## src/design/mrfe_pkg.sv

```systemverilog
`default_nettype none

package mrfe_pkg;

    localparam int SAMPLE_BITS = 16;
    localparam int MAG_W       = SAMPLE_BITS - 1;
    localparam int COEF_W      = 16;
    localparam int TAP_IDX_W   = 5;
    localparam int FRAC_BITS   = 14;
    localparam int ENV_W       = 8;
    localparam int VLEN_W      = 13;
    localparam int VCNT_W      = 11;
    localparam int POS_W       = 12;
    localparam int VIDX_W      = 10;
    localparam int CFG_IDX_W   = 2;
    localparam int CFG_DATA_W  = 13;

    localparam logic [VLEN_W-1:0] MAX_LEN     = 13'd4096;
    localparam logic [VCNT_W-1:0] MAX_VECTORS = 11'd1024;
    localparam logic [VLEN_W-1:0] VLEN_RESET  = 13'd1024;
    localparam logic [VCNT_W-1:0] VCNT_RESET  = 11'd128;

    localparam logic [CFG_IDX_W-1:0] REG_VECTOR_LENGTH = 2'd0;
    localparam logic [CFG_IDX_W-1:0] REG_VECTOR_COUNT  = 2'd1;

    localparam logic KIND_TAP    = 1'b0;
    localparam logic KIND_SAMPLE = 1'b1;

    typedef enum logic [1:0] {
        S_IDLE,
        S_CALC,
        S_EMIT
    } t_state;

    typedef struct packed {
        logic                        shift;
        logic                        clear;
        logic                        tap_load;
        logic [TAP_IDX_W-1:0]        tap_index;
        logic signed [COEF_W-1:0]    tap_value;
    } t_cell_ctrl;

    function automatic logic [MAG_W-1:0] rectify(input logic signed [SAMPLE_BITS-1:0] s);
        logic [SAMPLE_BITS-1:0] neg;
        logic [MAG_W-1:0]       mag;
        neg = -s;
        if (s == {1'b1, {MAG_W{1'b0}}}) begin
            mag = {MAG_W{1'b1}};
        end else if (s[SAMPLE_BITS-1]) begin
            mag = neg[MAG_W-1:0];
        end else begin
            mag = s[MAG_W-1:0];
        end
        return mag;
    endfunction

endpackage

`default_nettype wire

```

## src/design/mrfe_cell.sv

```systemverilog
`default_nettype none

module mrfe_cell #(
    parameter int IDX   = 0,
    parameter int SUM_W = 37
) (
    input  wire                                  i_clk,
    input  wire                                  i_rst_n,
    input  wire  mrfe_pkg::t_cell_ctrl           i_ctrl,
    input  wire  [mrfe_pkg::MAG_W-1:0]           i_mag,
    output logic [mrfe_pkg::MAG_W-1:0]           o_mag,
    input  wire  signed [SUM_W-1:0]              i_sum,
    output logic signed [SUM_W-1:0]              o_sum
);
    import mrfe_pkg::*;

    localparam int PROD_W = MAG_W + 1 + COEF_W;

    logic [MAG_W-1:0]          r_mag;
    logic signed [COEF_W-1:0]  r_tap;
    logic signed [PROD_W-1:0]  r_prod;
    logic signed [SUM_W-1:0]   r_sum;

    always_ff @(posedge i_clk) begin
        if (!i_rst_n) begin
            r_mag <= '0;
        end else if (i_ctrl.clear) begin
            r_mag <= '0;
        end else if (i_ctrl.shift) begin
            r_mag <= i_mag;
        end
    end

    always_ff @(posedge i_clk) begin
        if (i_ctrl.tap_load && (32'(i_ctrl.tap_index) == IDX)) begin
            r_tap <= i_ctrl.tap_value;
        end
        r_prod <= $signed({1'b0, r_mag}) * r_tap;
        r_sum  <= i_sum + {{(SUM_W-PROD_W){r_prod[PROD_W-1]}}, r_prod};
    end

    assign o_mag = r_mag;
    assign o_sum = r_sum;

endmodule

`default_nettype wire

```

## config.mk

```make
export PLATFORM = sky130hd
export DESIGN_NAME = mrfe_cell
export DESIGN_NICKNAME = d
export VERILOG_FILES = /design/src/design/mrfe_pkg.sv /design/src/design/mrfe_cell.sv
export SDC_FILE = /design/constraint.sdc
export NUM_CORES = 1
export LEC_CHECK = 0
export BUFFER_PORTS_ARGS = -buffer_cell sky130_fd_sc_hd__buf_2
export CAP_MARGIN = 25
export CORE_MARGIN = 8
export CORE_UTILIZATION = 60
export CTS_BUF_LIST = sky130_fd_sc_hd__clkbuf_8
export CTS_CLUSTER_DIAMETER = 60
export DETAILED_ROUTE_END_ITERATION = 10
export PLACE_DENSITY = 0.81
export SLEW_MARGIN = 30
export SYNTH_ARGS = -nofsm -noshare
export SYNTH_HDL_FRONTEND = slang
export SYNTH_SLANG_ARGS = --single-unit
```

## constraint.sdc

```tcl
create_clock -name i_clk -period 10.9 [get_ports i_clk]
set_clock_uncertainty 0.05 [all_clocks]
set_input_delay 1.09 -clock i_clk [delete_from_list [all_inputs] [get_ports i_clk]]
set_output_delay 1.09 -clock i_clk [all_outputs]
set_load 0.1 [all_outputs]
```

**After elaboration in Yosys (flattened, before gate mapping)**

Cells that the tools add are included.

- Output and inout port bits: 52
- Bits of input ports: 78
- Logic and storage cells: 10
- Register bits: 100

- Multiply operators: 1
- $add $sub $neg: 1
- Reduce and logical (&&, ||, !) cells: 3
- Bitwise gates (word level): 1

Operator list:

| cell | number |
|---|---|
| $add 37x37->37 | 1 |
| $mul 16x16->32 | 1 |
| $logic_not 5->1 | 1 |
| $reduce_or 2->1 | 1 |
| $logic_and 1x1->1 | 1 |
| $not 1->1 | 1 |

**Longest topological paths before layout**

- Depth after elaboration: 2
- Gate-level depth with buffers: 22
- Depth with buffers taken out: 20

**Worst setup path before layout**

No wires, ideal clock.

- Path kind: reg2reg
- Start point: register r_mag[7] (netlist: o_mag[7])
- End point: register r_prod[29]
- Period minus slack after synthesis: 6.396 ns
- Required time: 10.729 ns
- Setup slack: 4.504 ns
- Arrival time: 6.225 ns
- Cell stages (with the launch flop): 22
- Library setup time: 0.121 ns
- Buffers on the path: 1
- Cell sequence: dfxtp_1 > clkbuf_1 > nand2_1 > fa_1 > inv_1 > fa_1 > inv_1 > fa_1 > inv_1 > fa_1 > fa_1 > inv_1 > fa_1 > inv_1 > ha_1 > and4_4 > and2_1 > a221oi_2 > and4b_1 > o31a_1 > o21ai_2 > xor2_1

- Word-level cells in the longest chain between the ends: 1

Ends and longest elaborated chain:

| element | line | text |
|---|---|---|
| start, declared | mrfe_cell.sv:19 | `logic [MAG_W-1:0] r_mag;` |
| start signal, assigned | mrfe_cell.sv:30 | `r_mag <= i_mag;` |
| $mul 16x16->32 | mrfe_cell.sv:38 | `r_prod <= $signed({1'b0, r_mag}) * r_tap;` |
| end signal, assigned | mrfe_cell.sv:38 |  |
| end, declared | mrfe_cell.sv:21 | `logic signed [PROD_W-1:0] r_prod;` |

No other way between the ends.
A chain may end at the register's enable or synchronous reset.

**Final worst setup path**

- Start point: register r_mag[12] (netlist: o_mag[12])
- End point: register r_prod[27]

The elaborated chain is that of the path after synthesis.

==> out/qor.csv <==
stage;metric;value;unit
synthesis;yosysSeqAreaShare;16.6;%
clock_tree;clk_pin_slew;0.11;ns
critical_path;r2r_slack;4.69;ns
worst_hold_path;min_path_cells;1;
floorplanning;die_area;26700;µm²
grt;grt_max_degree;19;
synthesis;avgSynthCellArea;9.20;µm²
synthesis;synth_ff_type;dfxtp_1;
floorplanning;rows;54;
critical_path;critPathLaunchType;flop;
job;maxCapViolCount;0;
clock_tree;cts_tree;done;
floorplanning;initial_core_util;60.4;%
route;wl_per_cell;16.3;µm
place;port-buffer-count;129;
grt;grt_pass1_vias;10300;
synthesis;synth_edf_count;16;
finish;drive_gt1_share;11.5;%
timing;finalSetupViolCount;0;
route;ant_nets;0;
synthesis;synth_top_cell_by_area;fa_1;
critical_path;reg2reg_to;r_prod[27];
timing;grt_setup_unrepaired;no;
synthesis;yosysUniqueCellTypes;72;
power;pwr_density_cell;139;nW/µm²
floorplanning;core;21600;µm²
critical_path;crit_fanout;18;
place;globalplace.congestion;0.888;
worst_hold_path;hold_start;r_prod[0];
critical_path;worstRegToRegCells;18;
timing;worstMarginPinSlew;0.790;ns
grt;overflow;0;
synthesis;synth_top_area_share;27.8;%
timing;maxSlewHeadroom;47.3;%
critical_path;cp.arrival;6.44;ns
synthesis;synthTopCellsByArea;fa_1 (28%), ha_1 (15%), dfxtp_1 (13%);
synthesis;syn-cell-area;13000;µm²
timing;period_minus_slack;6.21;ns
route;wl;29200;µm
grt;gr-usage-all-layers;22.3;%
clock_tree;hold_buffers;0;
grt;grt_antenna_before_repair;0;
power;ir_drop;0.148;mV
clock_tree;htreeDepth;3;
floorplanning;ios;130;
route;route.vias.total;9920;
clock_tree;cts_repair_resize_count;0;
finish;final_common_cell;inv_1;
timing;hold_ws;0.406;ns
finish;n_fill_cell;1764;
power;p_leak;7.15;nW
worst_hold_path;hold_path_class;flop to flop;
timing;slew_viol_final;0;
finish;antenna_cells;0;
critical_path;critPathCaptureType;flop;
route;drt_iter0_drc;785;
clock_tree;numCtsBuffers;9;
worst_hold_path;whs_endpoint;o_sum[0];
critical_path;required;11.13;ns
synthesis;yosysWarningCount;0;
place;dp_hpwl;23900;µm
clock_tree;clk_latency;0.39;ns
floorplanning;die_w;163;µm
critical_path;worstReg2RegStart;o_mag[12];
floorplanning;die_height;163;µm
timing;period_share;57.0;%
synthesis;synthArstFlopShare;0;%
critical_path;worst-setup-path-type;flop to flop;
clock_tree;cts_root_buffer;clkbuf_8;
timing;setup_tns;0;ns
route;drc;0;
route;drt-pass1-iter-count;7;
synthesis;syn_nets;1832;
clock_tree;cts_setup_buffers;0;
run_status;status;completed;
grt;grt_pass1_wl;48700;µm
clock_tree;cts_num_sinks;100;
clock_tree;clock_path_buffers;2;
finish;fin_nets;1923;
finish;final_cell_mix;inv_1 (236), fa_1 (181), nand2_1 (166);
synthesis;synthCells;1416;
route;via_per_inst;5.54;
finish;area_delta_synth_final;7.75;%
timing;hold_viol_final;0;
timing;max_freq;161;MHz
synthesis;ys_seq_elements;100;
[registers in the layout, indices dropped and copies added (netlist names)]
register and count:
r_tap 16, o_sum 37, r_prod 32, o_mag 15
[cell families after synthesis]
family | synth area share (%)
DFF | 16.6
xor gates and xnor gates | 4.03
AOI/OAI and AO/OA | 11.1
and+or+nand+nor | 15.6
muxes | 1.32
buffers and inverters | 8.41
adders and majority gates | 42.9
[worst max-delay path: stages, from the launching register on]
cell and delay [ns]:
dfxtp_1 0.85, nand2_1 0.18, fa_1 0.54, fa_1 0.46
fa_1 0.58, inv_1 0.07, fa_1 0.49, fa_1 0.49
inv_1 0.05, fa_1 0.47, inv_1 0.04, ha_1 0.34
and4_4 0.25, and2_1 0.17, a221oi_2 0.37, and4b_1 0.29
o31a_1 0.20, o21bai_2 0.07, xor2_1 0.14
[report_power, final]
part,switching [mW],internal (mW)
combinational,0.852,0.350
clock,0.145,0.110
sequential,0.0341,0.467
[how the worst max path moves through the flow]
| stage | start | slack, ns | cells after the start | end |
|---|---|---|---|---|
| 2_1_floorplan | o_mag[7] | 4.50 | 21 | r_prod[29] |
| 3_3_place_gp | o_mag[13] | 4.85 | 18 | r_prod[29] |
| 3_5_place_dp | o_mag[12] | 4.72 | 18 | r_prod[27] |
| 4_1_cts | o_mag[12] | 4.72 | 18 | r_prod[27] |
| 5_1_grt | o_mag[12] | 4.38 | 18 | r_prod[31] |
| 6_report | o_mag[12] | 4.69 | 18 | r_prod[27] |
[cell usage after synthesis (9+ instances only)]
| cell type | n |
|---|---|
| dfxtp_1 | 84 |
| fa_1 | 181 |
| nand4_1 | 15 |
| nand2b_1 | 16 |
| a21oi_1 | 60 |
| xnor2_1 | 39 |
| mux2i_1 | 16 |
| buf_2 | 9 |
| nor2_1 | 52 |
| o21ai_0 | 24 |
| a211oi_1 | 10 |
| and2_1 | 108 |
| nor2b_1 | 17 |
| edfxtp_1 | 16 |
| ha_1 | 157 |
| clkbuf_1 | 40 |
| inv_1 | 236 |
| nor3_1 | 10 |
| nand2_1 | 166 |
| nand3_1 | 11 |
| a21o_1 | 29 |
| xor2_1 | 21 |
[metal layers]
| layer | track usage (%) | wire (µm) | vias up |
|---|---|---|---|
| li1 | - | - | 4716 |
| met1 | 29.1 | 12700 | 4754 |
| met2 | 37.6 | 13700 | 410 |
| met3 | 4.11 | 2330 | 40 |
| met4 | 5.96 | 471 | 0 |
| met5 | 0 | 0 | - |
[final cells by class]
type | instances | area, µm² | share of cell area [%]
Tap cell | 280 | 350 | 2.50
Clock buffer | 9 | 124 | 0.882
Sequential cell | 100 | 2160 | 15.4
Timing Repair Buffer | 131 | 661 | 4.71
Multi-Input combinational cell | 1029 | 9780 | 69.6
Inverter | 236 | 886 | 6.31
Clock inverter | 7 | 80.1 | 0.570
[through the flow]
stage | worst slack, ns | utilization, % | power, mW | cells | area, µm²
floorplan | 4.50 | - | 1.50 | 1416 | 13000
global placement | 4.85 | 64.2 | 1.69 | 1776 | 13800
detailed placement | 4.72 | 64.2 | 1.71 | 1776 | 13800
CTS | 4.72 | 65.1 | 1.97 | 1792 | 14000
global route | 4.38 | 65.1 | 2.09 | 1792 | 14000
finish | 4.69 | 65.1 | 1.96 | 1792 | 14000
Note: power is estimated with default switching activity, not from simulation.
